## src/rtl/go_to_goal_command_planner_macros.svh

```systemverilog
// Assertion helpers for the go-to-goal command planner.
`ifndef GO_TO_GOAL_COMMAND_PLANNER_MACROS_SVH
`define GO_TO_GOAL_COMMAND_PLANNER_MACROS_SVH

// The consequent must hold in the same cycle as the antecedent.
`define GGP_ASSERT_SAME(label, ante, cons) \
  label: assert property (@(posedge clk) disable iff (rst) (ante) |-> (cons)) \
    else $error("ggp assertion failed");

// The consequent must hold in the cycle after the antecedent.
`define GGP_ASSERT_NEXT(label, ante, cons) \
  label: assert property (@(posedge clk) disable iff (rst) (ante) |=> (cons)) \
    else $error("ggp assertion failed");

`endif

```

## src/rtl/ggp_pkg.sv

```systemverilog
`timescale 1ns / 1ps
// ----------------------------------------------------------------------------
// ggp_pkg
// Types, constants and the arctangent table of the go-to-goal planner.
// ----------------------------------------------------------------------------
package ggp_pkg;

  localparam int ANGLE_ITERATIONS_DEF = 16;

  localparam int XW = 44;  // CORDIC x/y width (17-bit delta scaled by 2^24 plus gain)
  localparam int ZW = 25;  // CORDIC angle width, Q.20 radians
  localparam int NW = 36;  // radicand width, 4 * (dx^2 + dy^2)
  localparam int RW = 18;  // square root width

  localparam logic signed [15:0] PI_Q13      = 16'sd25736;
  localparam logic signed [15:0] HALF_PI_Q13 = 16'sd12868;
  localparam logic signed [16:0] TWO_PI_Q13  = 17'sd51472;
  localparam logic signed [ZW-1:0] PI_Q20    = 25'sd3294199;

  typedef enum logic [1:0] {
    REG_GOAL_X       = 2'd0,
    REG_GOAL_Y       = 2'd1,
    REG_GOAL_HEADING = 2'd2
  } reg_idx_t;

  typedef struct packed {
    logic signed [15:0] pose_x;
    logic signed [15:0] pose_y;
    logic signed [15:0] pose_heading;
  } pose_t;

  typedef struct packed {
    logic signed [16:0] turn_to_goal;
    logic        [16:0] travel_distance;
    logic signed [15:0] final_turn;
  } cmd_t;

  // Contents of one cell of the chain.
  typedef struct packed {
    logic               valid;
    logic               at_goal;
    logic               axis;
    logic signed [15:0] axis_bearing;
    logic signed [15:0] heading;
    logic signed [XW-1:0] x;
    logic signed [XW-1:0] y;
    logic signed [ZW-1:0] z;
    logic [NW-1:0]      rem;
    logic [RW-1:0]      root;
  } cell_t;

  // round(atan(2^-i) * 2^20)
  function automatic logic signed [ZW-1:0] atan_q20(input int i);
    logic signed [ZW-1:0] v;
    case (i)
      0:  v = 25'sd823550;
      1:  v = 25'sd486170;
      2:  v = 25'sd256879;
      3:  v = 25'sd130396;
      4:  v = 25'sd65451;
      5:  v = 25'sd32757;
      6:  v = 25'sd16383;
      7:  v = 25'sd8192;
      8:  v = 25'sd4096;
      9:  v = 25'sd2048;
      10: v = 25'sd1024;
      11: v = 25'sd512;
      12: v = 25'sd256;
      13: v = 25'sd128;
      14: v = 25'sd64;
      15: v = 25'sd32;
      16: v = 25'sd16;
      17: v = 25'sd8;
      18: v = 25'sd4;
      19: v = 25'sd2;
      20: v = 25'sd1;
      default: v = 25'sd0;
    endcase
    return v;
  endfunction

endpackage

```

## src/rtl/ggp_cell.sv

```systemverilog
`timescale 1ns / 1ps
// ----------------------------------------------------------------------------
// ggp_cell
// One cell: a vectoring CORDIC step and a square root digit, each if IDX fits.
// ----------------------------------------------------------------------------
module ggp_cell import ggp_pkg::*; #(
  parameter int IDX              = 0,
  parameter int ANGLE_ITERATIONS = ANGLE_ITERATIONS_DEF
) (
  input  logic  clk,
  input  logic  rst,
  input  logic  adv,
  input  cell_t d,
  output cell_t q
);

  logic signed [XW-1:0] x_n, y_n;
  logic signed [ZW-1:0] z_n;
  logic [NW-1:0]        rem_n;
  logic [RW-1:0]        root_n;
  cell_t                q_next;

  generate
    if (IDX < ANGLE_ITERATIONS) begin : g_cordic
      logic signed [XW-1:0] xs, ys;
      always_comb begin
        xs = d.x >>> IDX;
        ys = d.y >>> IDX;
        if (d.y > 0) begin
          x_n = d.x + ys;
          y_n = d.y - xs;
          z_n = d.z + atan_q20(IDX);
        end else begin
          x_n = d.x - ys;
          y_n = d.y + xs;
          z_n = d.z - atan_q20(IDX);
        end
      end
    end else begin : g_no_cordic
      assign x_n = d.x;
      assign y_n = d.y;
      assign z_n = d.z;
    end

    if (IDX < RW) begin : g_sqrt
      localparam int SB = RW - 1 - IDX;
      logic [NW-1:0] trial;
      always_comb begin
        // (root + 2^SB)^2 - root^2, with root holding only bits above SB
        trial = (NW'(d.root) << (SB + 1)) + (NW'(1) << (2 * SB));
        if (d.rem >= trial) begin
          rem_n  = d.rem - trial;
          root_n = d.root | (RW'(1) << SB);
        end else begin
          rem_n  = d.rem;
          root_n = d.root;
        end
      end
    end else begin : g_no_sqrt
      assign rem_n  = d.rem;
      assign root_n = d.root;
    end
  endgenerate

  always_comb begin
    q_next      = d;
    q_next.x    = x_n;
    q_next.y    = y_n;
    q_next.z    = z_n;
    q_next.rem  = rem_n;
    q_next.root = root_n;
  end

  always_ff @(posedge clk) begin
    if (rst) begin
      q.valid <= 1'b0;
    end else if (adv) begin
      q <= q_next;
    end
  end

endmodule

```

## config.mk

```make
export PLATFORM = sky130hd
export DESIGN_NAME = ggp_cell
export DESIGN_NICKNAME = d
export VERILOG_FILES = /design/src/rtl/go_to_goal_command_planner_macros.svh /design/src/rtl/ggp_pkg.sv /design/src/rtl/ggp_cell.sv
export SDC_FILE = /design/constraint.sdc
export NUM_CORES = 1
export LEC_CHECK = 0
export ABC_AREA = 0
export BUFFER_PORTS_ARGS = -buffer_cell sky130_fd_sc_hd__buf_2
export CORE_MARGIN = 3
export CORE_UTILIZATION = 45
export CTS_BUF_LIST = sky130_fd_sc_hd__clkbuf_16
export DETAILED_ROUTE_END_ITERATION = 6
export PLACE_DENSITY = 0.69
export SLEW_MARGIN = 0
export SYNTH_ARGS = -nofsm -noshare
export SYNTH_HDL_FRONTEND = slang
export SYNTH_SLANG_ARGS = --single-unit
```

## constraint.sdc

```tcl
create_clock -name clk -period 14.4 [get_ports clk]
set_input_delay 2.88 -clock clk [delete_from_list [all_inputs] [get_ports clk]]
set_output_delay 2.88 -clock clk [all_outputs]
set_load 0.005 [all_outputs]
```

==> Yosys cells after proc, flatten, opt, wreduce, memory -nomap -nowiden <==
Index checks and enable logic that the tools add are counted.
{ "word_totals": {"word_cells": 26, "out_inout_bits": 202, "regBits": 202, "input_bits": 205} }
{ "classes": {"n_lt_le_gt_ge": 2, "bitwise": 1, "add_sub_neg": 7, "n_reduce_logical": 1, "mux": 4} }
{ "ops": {"columns": ["operator", "n"], "rows": [
  ["44-bit two-way mux", 2],
  ["44-bit subtractor", 2],
  ["44-bit adder", 1],
  ["44-bit by 1-bit greater-than comparator with 1-bit output, second input constant", 1],
  ["36-bit by 35-bit adder with 36-bit output, second input constant", 1],
  ["36-bit greater-or-equal comparator", 1],
  ["36-bit two-way mux", 1],
  ["36-bit subtractor", 1],
  ["25-bit by 21-bit adder with 25-bit output, second input constant", 1],
  ["25-bit two-way mux", 1],
  ["25-bit by 21-bit subtractor with 25-bit output, second input constant", 1],
  ["2-bit AND reduction", 1],
  ["1-bit inverter", 1]
]} }

==> Longest topological paths before layout <==
Gate-level depths: netlist (run 1).
{ "logic_depth": {"ltp_word": 3, "ltp_mapped": 19} }

==> Worst setup path before layout (run 1) <==
No wires, ideal clock.
{ "synth_timing": {"kind": "in2reg", "startpoint": "input port rst", "endpoint": "register q[0] (netlist bit) (enable)", "setup_ps": 791, "required_time_ps": 13609, "t_arrival_ps": 11732, "path_slack_ps": 1877, "stages": 1, "cell_sequence": "nor2b_1"} }
{ "synth_via": {"elab_chain_cells": 2} }
{ "synth_lines": {"columns": ["item", "line", "rtl"], "rows": [
  ["start, declared", "ggp_cell.sv:11", "input logic rst,"],
  ["1-bit inverter (no line)", null, null],
  ["2-bit AND reduction (no line)", null, null],
  ["end signal, assigned", "ggp_cell.sv:78", "q <= q_next;"],
  ["end, declared", "ggp_cell.sv:14", "output cell_t q"]
]} }
No other way between the ends.
A chain may end at the register's enable or synchronous reset.

==> Worst setup path after layout (run 1) <==
{ "layout_timing": {"startpoint": "input port d[84] (netlist bit)", "endpoint": "register q[75] (netlist bit), data pin"} }
{ "layout_via": {"elab_chain_cells": 2} }
{ "layout_lines": {"columns": ["item", "line", "rtl"], "rows": [
  ["start, declared", "ggp_cell.sv:13", "input cell_t d,"],
  ["44-bit by 1-bit greater-than comparator with 1-bit output", "ggp_cell.sv:29", "if (d.y > 0) begin"],
  ["25-bit two-way mux", "ggp_cell.sv:29", null],
  ["net z_n[21]", "ggp_cell.sv:18", "logic signed [ZW-1:0] z_n;"]
]} }
The timed path passes the listed nets, and every way through them passes these cells.

==> flow_metrics.py, run 1 <==
metrics = {
    "final_layout": {
        "layout-drive-gt1-share_pct": 22.3,
        "ff_latch_area_mm2": 0.00603,
        "largestRegisters": "q (201)",
        "multi_input_area_mm2": 0.00935,
        "final_area_mm2": 0.0195,
        "regMostFlops": "q",
        "final_common_cell": "buf_2",
        "final_cell_mix": "buf_2 (406), a21oi_1 (233), edfxtp_1 (200), ha_1 (169), inv_1 (164)",
        "fillers": 3325,
        "largest_reg_flops": 201,
        "syn_to_final_growth_pct": 19.8,
        "nNetsFinal": 2545,
    },
    "yosys": {
        "synth_seq_area_share_pct": 37.0,
        "synth_ff_type": "edfxtp_1",
        "yosysTopAreaCellShare_pct": 36.9,
        "synth_area_leaders": "edfxtp_1 (37%), ha_1 (13%), a21oi_1 (7.2%), xnor2_1 (5.6%), inv_1 (3.8%)",
        "yosys.area.top_type": "edfxtp_1",
        "synth_xor_area_share_pct": 6.61,
        "synth-simple-area-share_pct": 13.7,
        "avgSynthCellArea_um2": 9.07,
        "synth_fa_ha_area_share_pct": 13.6,
        "synth-async-reset-ratio_pct": 0,
        "synth.distinct_cells": 89,
        "syn_nets": 2175,
        "syn_inst": 1796,
        "yosys_warnings": 0,
        "ys_ff_latch": 201,
        "syn_area_mm2": 0.0163,
        "synth-compound-area-share_pct": 22.3,
        "muxShareOfSynthArea_pct": 1.07,
        "synth_edf_count": 200,
        "synth_top_family_by_area": "compound AO/OA/AOI/OAI gates",
    },
    "clocking": {
        "path_clk_slew_ns": 0.06,
        "root_buffer": "clkbuf_16",
        "clk_latency_ns": 0.53,
        "cts_buffers": 24,
        "cts_buffer_depth": 3,
        "cts.sinks": 201,
        "h-tree-depth": 1,
        "cts_hold_buffers": 0,
        "cts_tree": "yes",
        "cts-resized-gates": 0,
        "post_cts_buffers": 0,
    },
    "critical_path": {
        "required_ns": 14.68,
        "rrSetupSlack_ns": 13.82,
        "rr_endpoint": "q[201]",
        "crit_arrival_ns": 8.00,
        "endpoint_kind": "flip-flop",
        "crit_fanout": 74,
        "cp-endpoint": "q[75]",
        "setup.worst_path.start": "d[84]",
        "critical_path_class": "input port to flip-flop",
        "rr_startpoint": "q[201]",
        "r2r_cells": 2,
        "worst_setup_path_start_kind": "input port",
    },
    "sta": {
        "max_slew_margin_pct": 40.5,
        "final.period_utilization_pct": 53.7,
        "max_freq_mhz": 129,
        "finalSetupTns_ns": 0,
        "clock_skew_ns": 0,
        "rsz0062_at_grt": "no",
        "period_needed_ns": 7.73,
        "setup_viol": 0,
        "finalMaxSlewViolations": 0,
        "hold_viol": 0,
        "worstMarginPinSlew_ns": 0.892,
    },
    "hold_path": {
        "holdPathStages": 2,
        "min_path_type": "flip-flop to flip-flop",
    },
    "global_routing": {
        "track_usage_pct": 29.7,
        "grt_max_degree": 144,
        "grt_pass1_wl_um": 89100,
        "grt_overflow": 0,
        "antenna_found_initial": 1,
        "first_global_vias": 14900,
    },
    "route": {
        "wl_um": 60500,
        "viasPerCell": 5.88,
        "avgRoutedWirePerCell_um": 22.9,
        "drc_errors": 0,
        "drtIter0Drc": 1413,
        "dr_wl_met2_um": 29100,
        "via_count": 15600,
        "routed-wl-met3_um": 4980,
        "ant_nets": 0,
        "wl_met1_um": 24100,
        "routed.top_layer": "met5",
        "dr.pass1.iters": 6,
    },
    "power": {
        "powerDensity_mw_per_mm2": 103,
        "irDropWorstVdd_v": 0.0000906,
        "finalPower_mw": 2.01,
        "p_leak_nw": 8.41,
    },
    "die": {
        "dieHeight_um": 196,
        "initial_utilization_pct": 45.7,
        "dieArea_mm2": 0.0385,
        "chipWidth_um": 196,
        "core_area_mm2": 0.0357,
        "io_pins": 407,
        "rows": 69,
    },
    "placement": {
        "place_congestion": 0.986,
        "numPortBuffers": 406,
        "dpl_cell_area_mm2": 0.0187,
        "dp_hpwl_um": 48200,
    },
    "status": {
        "status": "finished clean",
    },
    "flow_run": {
        "maxCapViolations": 0,
    },
}
## through the flow
step	utilization, %	instances	hold WS [ns]	setup WS (ns)
global placement	52.4	2601	0.473	6.33
detailed placement	52.4	2601	0.494	6.24
finish	54.7	2646	0.500	6.67
global route	54.7	2644	0.537	6.40
floorplan	-	1796	0.485	1.88
CTS	54.7	2644	0.508	6.73
## power breakdown
group | internal [mW] | switching [mW] | total [mW]
Combinational | 0.235 | 0.388 | 0.623
Sequential | 0.725 | 0.0172 | 0.743
Clock | 0.388 | 0.259 | 0.647
Total | 1.35 | 0.664 | 2.01
## worst min path at each step
stage | from | endpoint | slack [ns]
global placement | q[201] | q[201] | 0.47
CTS | q[201] | q[201] | 0.51
detailed placement | q[201] | q[201] | 0.49
finish | q[201] | q[201] | 0.50
floorplan | q[201] | q[201] | 0.48
global route | q[201] | q[201] | 0.54
## cells in the mapped netlist, types with 6 or more instances
master	instances
nand2b_1	14
o21bai_1	40
nor3_1	43
clkbuf_1	39
or3_1	9
o31ai_1	13
mux2i_1	14
a31oi_1	14
nand4_1	29
a211oi_1	11
nor2_1	153
buf_2	9
and2_1	10
nand3_1	28
buf_1	15
inv_1	164
or2_2	6
o21ai_1	22
a21o_1	35
o21a_1	18
nor4_1	25
edfxtp_1	200
o21ai_0	107
ha_1	169
o31a_1	6
nand2_1	88
nor2b_1	21
xnor2_1	105
xor2_1	18
o211ai_1	15
and3_1	7
a21oi_1	233
## cells by family (layout without fill, tap and decap cells)
| family | Yosys count | after routing |
|---|---|---|
| buf+inv | 237 | 624 |
| fa+ha+maj | 174 | 174 |
| compound gates | 584 | 584 |
| simple gates | 460 | 460 |
| xor+xnor | 123 | 123 |
| flops | 201 | 201 |
| other cells | 0 | 2 |
| mux | 17 | 17 |
## layout make-up
type | count | area share [%]
multi-input combinational | 1358 | 47.9
sequential | 201 | 30.9
timing repair buffer | 413 | 10.7
inverter | 168 | 3.23
clock buffer | 25 | 3.21
tap | 461 | 2.96
clock inverter | 18 | 1.06
antenna | 2 | 0.0256
## worst max-delay path, cell delays in order
cell and delay (ns):
buf_2 0.13, nor4_1 0.72, nand4_1 0.41, nor3_1 0.28
or2_4 0.43, buf_4 0.77, fa_1 0.35, nor2b_1 0.08
o2111ai_1 0.23, nand4_1 0.20, a211oi_1 0.41, o21ai_1 0.14
a21o_1 0.22, o21bai_1 0.27, o21ai_0 0.13, a21oi_1 0.23
xnor2_1 0.11
## per-layer routing
layer  track usage [%]  up-vias
li1                  -     7239
met1              38.0     7375
met3              4.64      131
met4              10.4        2
met2              51.2      815
met5                 0        -
Note: power is estimated with default switching activity, not from simulation.
==> run 2: changes to the inputs <==
- clock period: 14.4 -> 7.62 ns (I/O delays scaled with it)
==> run 2 against run 1 <==
  * Combinational power grew 89%
  * Critical path type unchanged
  * Global-route usage grew 0.20 points
  * Worst hold slack gained 0.030 ns
  * Sequential power grew 88%
  * Final area is essentially flat
  * Register-to-register slack lost 6.8 ns
  * Cell count is essentially flat
  * First-iteration DRC count grew 1.8%
  * Utilization is essentially flat
  * Die area is the same
  * Clock power grew 90%
==> flow_metrics.py, run 2 (synthesis results as in run 1) <==
metrics = {
    "global_routing": {
        "grt_pass1_wl_um": 90300,
        "grt_overflow": 0,
        "first_global_vias": 15300,
        "antenna_found_initial": 3,
        "track_usage_pct": 29.9,
        "grt_max_degree": 76,
    },
    "sta": {
        "worstMarginPinSlew_ns": 1.15,
        "final.period_utilization_pct": 74.5,
        "setup_viol": 0,
        "hold_viol": 0,
        "holdWs_ns": 0.530,
        "finalSetupTns_ns": 0,
        "fin_ws_ns": 1.94,
        "rsz0062_at_grt": "no",
        "max_freq_mhz": 176,
        "max_slew_margin_pct": 22.9,
        "finalMaxSlewViolations": 0,
        "period_needed_ns": 5.68,
        "clock_skew_ns": 0,
    },
    "critical_path": {
        "slowest_stage": "nor4_1",
        "rrSetupSlack_ns": 7.01,
        "path_common_cell": "o21a_1",
        "slowest_delay_ns": 0.71,
        "cp-endpoint": "q[75]",
        "crit_fanout": 54,
        "setup.worst_path.start": "d[100]",
        "endpoint_kind": "flip-flop",
        "required_ns": 7.90,
        "critical_path_class": "input port to flip-flop",
        "crit_arrival_ns": 5.96,
        "cp_cell_sequence": "buf_2 -> nor4_1 -> nand4_1 -> nor3_1 -> or2_4 -> buf_4 -> ha_1 -> o21a_1 -> o21a_1 -> and3_1 -> a211oi_1 -> o21ai_1 -> a21o_1 -> o21bai_1 -> o21ai_0 -> a21oi_1 -> xnor2_1",
        "r2r_cells": 2,
        "rr_endpoint": "q[201]",
        "rr_startpoint": "q[201]",
        "worst_setup_path_start_kind": "input port",
    },
    "die": {
        "rows": 69,
        "dieHeight_um": 196,
        "initial_utilization_pct": 45.7,
        "core_area_mm2": 0.0357,
        "dieArea_mm2": 0.0385,
        "io_pins": 407,
        "chipWidth_um": 196,
    },
    "route": {
        "drtIter0Drc": 1438,
        "avgRoutedWirePerCell_um": 22.9,
        "viasPerCell": 5.91,
        "wl_um": 60500,
        "ant_nets": 0,
        "via_count": 15700,
        "dr.pass1.iters": 6,
        "drc_errors": 0,
    },
    "final_layout": {
        "final_common_cell": "buf_2",
        "final_cell_mix": "buf_2 (406), a21oi_1 (233), edfxtp_1 (200), ha_1 (169), inv_1 (165)",
        "layout-drive-gt1-share_pct": 22.3,
        "largest_reg_flops": 201,
        "largestRegisters": "q (201)",
        "finish.utilization_pct": 54.8,
        "nNetsFinal": 2547,
        "regMostFlops": "q",
        "fin_cells": 2647,
        "final_area_mm2": 0.0195,
        "fillers": 3265,
        "syn_to_final_growth_pct": 19.9,
    },
    "flow_run": {
        "maxCapViolations": 0,
    },
    "clocking": {
        "h-tree-depth": 1,
        "cts-resized-gates": 0,
        "cts_tree": "yes",
        "path_clk_slew_ns": 0.06,
        "cts_hold_buffers": 0,
        "root_buffer": "clkbuf_16",
        "cts.sinks": 201,
        "post_cts_buffers": 0,
        "cts_buffer_depth": 3,
        "cts_buffers": 24,
        "clk_latency_ns": 0.53,
    },
    "power": {
        "p_sw_share_pct": 32.3,
        "clockPowerShare_pct": 32.2,
        "seqPwrFrac_pct": 36.9,
        "powerDensity_mw_per_mm2": 195,
        "p_leak_nw": 8.44,
        "p_switching_mw": 1.23,
        "p_comb_share_pct": 30.9,
        "intPower_mw": 2.58,
        "finalPower_mw": 3.81,
        "irDropWorstVdd_v": 0.000144,
    },
    "placement": {
        "place_congestion": 0.982,
        "placed_cells": 2603,
        "dpl_cell_area_mm2": 0.0187,
        "numPortBuffers": 406,
        "post-place-ws_ns": 1.61,
        "dp_hpwl_um": 48700,
    },
    "hold_path": {
        "min_path_type": "flip-flop to flip-flop",
    },
    "status": {
        "status": "finished clean",
    },
}
## run 2: changes by cell type in the layout (fill, tap and decap cells not counted), sizes merged
| cell | previous run | this run |
|---|---|---|
| clkinvlp | 4 | 2 |
| clkinv | 10 | 11 |
| bufinv | 4 | 5 |
| buf | 413 | 415 |
| diode | 2 | 1 |
## run 2: area by class of cell
type	instances	area, µm²	share of cell area [%]
Clock inverter	18	221	1.13
Timing Repair Buffer	415	2100	10.8
Tap cell	461	577	2.95
Antenna cell	1	2.50	0.0128
Multi-Input combinational cell	1358	9350	47.9
Clock buffer	25	626	3.20
Inverter	168	631	3.23
Sequential cell	201	6030	30.9
## run 2: how the worst min path moves through the flow
stage,to,depth (start not counted),startpoint,slack (ns)
2_1_floorplan,q[201],2,q[201],0.48
3_3_place_gp,q[201],2,q[201],0.48
3_5_place_dp,q[201],2,q[201],0.52
4_1_cts,q[201],2,q[201],0.53
5_1_grt,q[201],2,q[201],0.54
6_report,q[201],2,q[201],0.53
## run 2: power groups by stage
| stage | logic [mW] | clock network, mW | registers, mW |
|---|---|---|---|
| after floorplan | 0.695 | 0 | 1.44 |
| after global placement | 1.14 | 0 | 1.42 |
| after detailed placement | 1.15 | 0 | 1.43 |
| after CTS | 1.16 | 1.25 | 1.40 |
| after global routing | 1.28 | 1.29 | 1.41 |
| final | 1.18 | 1.23 | 1.40 |
## run 2: critical path: cells and delay by family
| family | cells | cell delay, ns |
|---|---|---|
| buf+inv | 2 | 0.66 |
| simple gates | 5 | 1.62 |
| compound gates | 8 | 1.67 |
| fa+ha+maj | 1 | 0.38 |
| xor+xnor | 1 | 0.08 |
## run 2: routing by layer
| metal | global-route usage [%] | routed length, µm |
|---|---|---|
| met5 | 0 | 27 |
| met4 | 9.93 | 2140 |
| met3 | 4.29 | 4260 |
| met2 | 51.4 | 29100 |
| met1 | 38.8 | 25000 |
==> run 3: changes to the inputs <==
- clock period: 7.62 -> 5.9 ns (I/O delays scaled with it)
==> run 3 against run 2 <==
  * First-iteration DRC count rose by 5.1%
  * Critical path depth increased by 1
  * Setup slack lost 0.84 ns
  * Sequential share of layout area barely moved
  * Global-route usage about the same
  * Flip-flop and latch count stayed put
  * Critical endpoint is now q[78]
  * Largest cell class unchanged
  * Largest power group unchanged
==> flow_metrics.py, run 3 (synthesis results as in run 1) <==
metrics = {
    "status": {
        "status": "finished clean",
    },
    "placement": {
        "dpl_cell_area_mm2": 0.0188,
        "place_congestion": 0.975,
        "dp_hpwl_um": 48600,
        "numPortBuffers": 406,
        "placed_cells": 2611,
    },
    "clocking": {
        "path_clk_slew_ns": 0.06,
        "cts_tree": "yes",
        "cts.sinks": 201,
        "root_buffer": "clkbuf_16",
        "cts_hold_buffers": 0,
        "post_cts_buffers": 0,
        "cts_buffers": 25,
        "cts_buffer_depth": 3,
        "h-tree-depth": 1,
        "clk_latency_ns": 0.54,
        "cts-resized-gates": 0,
    },
    "critical_path": {
        "worst_setup_path_start_kind": "input port",
        "required_ns": 6.18,
        "critical_path_class": "input port to flip-flop",
        "slowest_stage": "nor4_1",
        "rrSetupSlack_ns": 5.32,
        "cp_cell_sequence": "buf_2 -> nor4_1 -> buf_4 -> nand4_1 -> nor3_1 -> or2_4 -> inv_2 -> ha_1 -> a211oi_1 -> o21bai_1 -> a31o_2 -> a31oi_1 -> o31ai_1 -> o221ai_1 -> nand2_1 -> a211o_1 -> a21oi_1 -> xnor2_1",
        "rr_startpoint": "q[201]",
        "crit_arrival_ns": 5.08,
        "rr_endpoint": "q[201]",
        "crit_fanout": 9,
        "endpoint_kind": "flip-flop",
        "setup.worst_path.start": "d[84]",
        "r2r_cells": 2,
        "slowest_delay_ns": 0.52,
    },
    "global_routing": {
        "first_global_vias": 15200,
        "grt_overflow": 0,
        "grt_max_degree": 126,
        "track_usage_pct": 29.9,
        "antenna_found_initial": 2,
        "grt_pass1_wl_um": 90200,
    },
    "die": {
        "initial_utilization_pct": 45.7,
        "core_area_mm2": 0.0357,
        "rows": 69,
        "dieHeight_um": 196,
        "chipWidth_um": 196,
        "io_pins": 407,
        "dieArea_mm2": 0.0385,
    },
    "sta": {
        "final.period_utilization_pct": 81.4,
        "worstMarginPinSlew_ns": 0.909,
        "clock_skew_ns": 0,
        "finalSetupTns_ns": 0,
        "max_slew_margin_pct": 39.4,
        "max_freq_mhz": 208,
        "rsz0062_at_grt": "no",
        "setup_viol": 0,
        "period_needed_ns": 4.80,
        "hold_viol": 0,
        "finalMaxSlewViolations": 0,
    },
    "final_layout": {
        "final_cell_mix": "buf_2 (406), a21oi_1 (233), edfxtp_1 (200), inv_1 (170), ha_1 (169)",
        "regMostFlops": "q",
        "nNetsFinal": 2556,
        "final_area_mm2": 0.0195,
        "multi_input_area_mm2": 0.00935,
        "layout-drive-gt1-share_pct": 22.5,
        "finish.utilization_pct": 54.8,
        "largest_reg_flops": 201,
        "final_common_cell": "buf_2",
        "ff_latch_area_mm2": 0.00603,
        "fin_cells": 2658,
        "largestRegisters": "q (201)",
        "fillers": 3367,
        "syn_to_final_growth_pct": 19.9,
    },
    "route": {
        "wl_um": 60400,
        "drc_errors": 0,
        "via_count": 15600,
        "avgRoutedWirePerCell_um": 22.7,
        "drtIter0Drc": 1511,
        "viasPerCell": 5.87,
        "ant_nets": 0,
        "dr.pass1.iters": 6,
    },
    "power": {
        "irDropWorstVdd_v": 0.000192,
        "powerDensity_mw_per_mm2": 245,
        "p_leak_nw": 8.46,
    },
    "hold_path": {
        "worstHoldStart": "q[201]",
        "min_path_type": "flip-flop to flip-flop",
        "holdPathStages": 2,
        "worstHoldEndpoint": "q[201]",
    },
    "flow_run": {
        "maxCapViolations": 0,
    },
}
run 3: cell types whose count changed in the layout (fill, tap and decap cells not counted):
cell and delta:
buf_4 +7, inv_1 +5, bufinv_16 -3, diode_2 +2
buf_12 +1, clkinv_1 -1, clkinv_2 -1, clkinv_4 -1
clkinvlp_4 +1, inv_6 +1
run 3: where the power goes:
part	internal, mW	switching [mW]
combinational	0.579	0.949
clock	0.854	0.603
sequential	1.77	0.0395
run 3: worst max-delay path by stage:
| stage | endpoint | slack, ns | depth (start not counted) |
|---|---|---|---|
| after floorplan | q[77] | 0.87 | 18 |
| after global placement | q[77] | 0.65 | 18 |
| after detailed placement | q[77] | 0.61 | 18 |
| after CTS | q[78] | 1.14 | 18 |
| after global routing | q[78] | 0.83 | 18 |
| final | q[78] | 1.10 | 18 |
run 3: per-stage QoR:
stage / hold WS (ns) / setup WS, ns / total power, mW
2_1_floorplan: 0.485 / 0.867 / 2.76
3_3_place_gp: 0.477 / 0.652 / 3.32
3_5_place_dp: 0.481 / 0.609 / 3.33
4_1_cts: 0.499 / 1.14 / 4.80
5_1_grt: 0.583 / 0.827 / 5.03
6_report: 0.505 / 1.10 / 4.80
run 3: layout make-up:
type                            instances  area share [%]
Multi-Input combinational cell       1358            47.9
Sequential cell                       201            30.8
Timing Repair Buffer                  423            11.1
Inverter                              168            3.23
Clock buffer                           25            3.20
Tap cell                              461            2.95
Clock inverter                         19           0.762
Antenna cell                            3          0.0384
run 3: worst max-delay path, delay by kind of cell:
family / cells / cell delay (ns)
adder cells (fa/ha/maj): 1 / 0.31
AO/OA/AOI/OAI: 8 / 1.76
AND/OR/NAND/NOR: 5 / 1.33
buffers and inverters: 3 / 0.42
XOR/XNOR: 1 / 0.08
run 3: layer usage:
| metal | global-route usage (%) | vias up | share of wire, % | wire length [µm] |
|---|---|---|---|---|
| met5 | 0 | - | 0.018 | 11 |
| met4 | 9.61 | 2 | 3.6 | 2200 |
| met3 | 4.77 | 133 | 8.1 | 4870 |
| met2 | 51.3 | 786 | 48 | 28800 |
| met1 | 38.7 | 7406 | 41 | 24500 |
| li1 | - | 7267 | - | - |
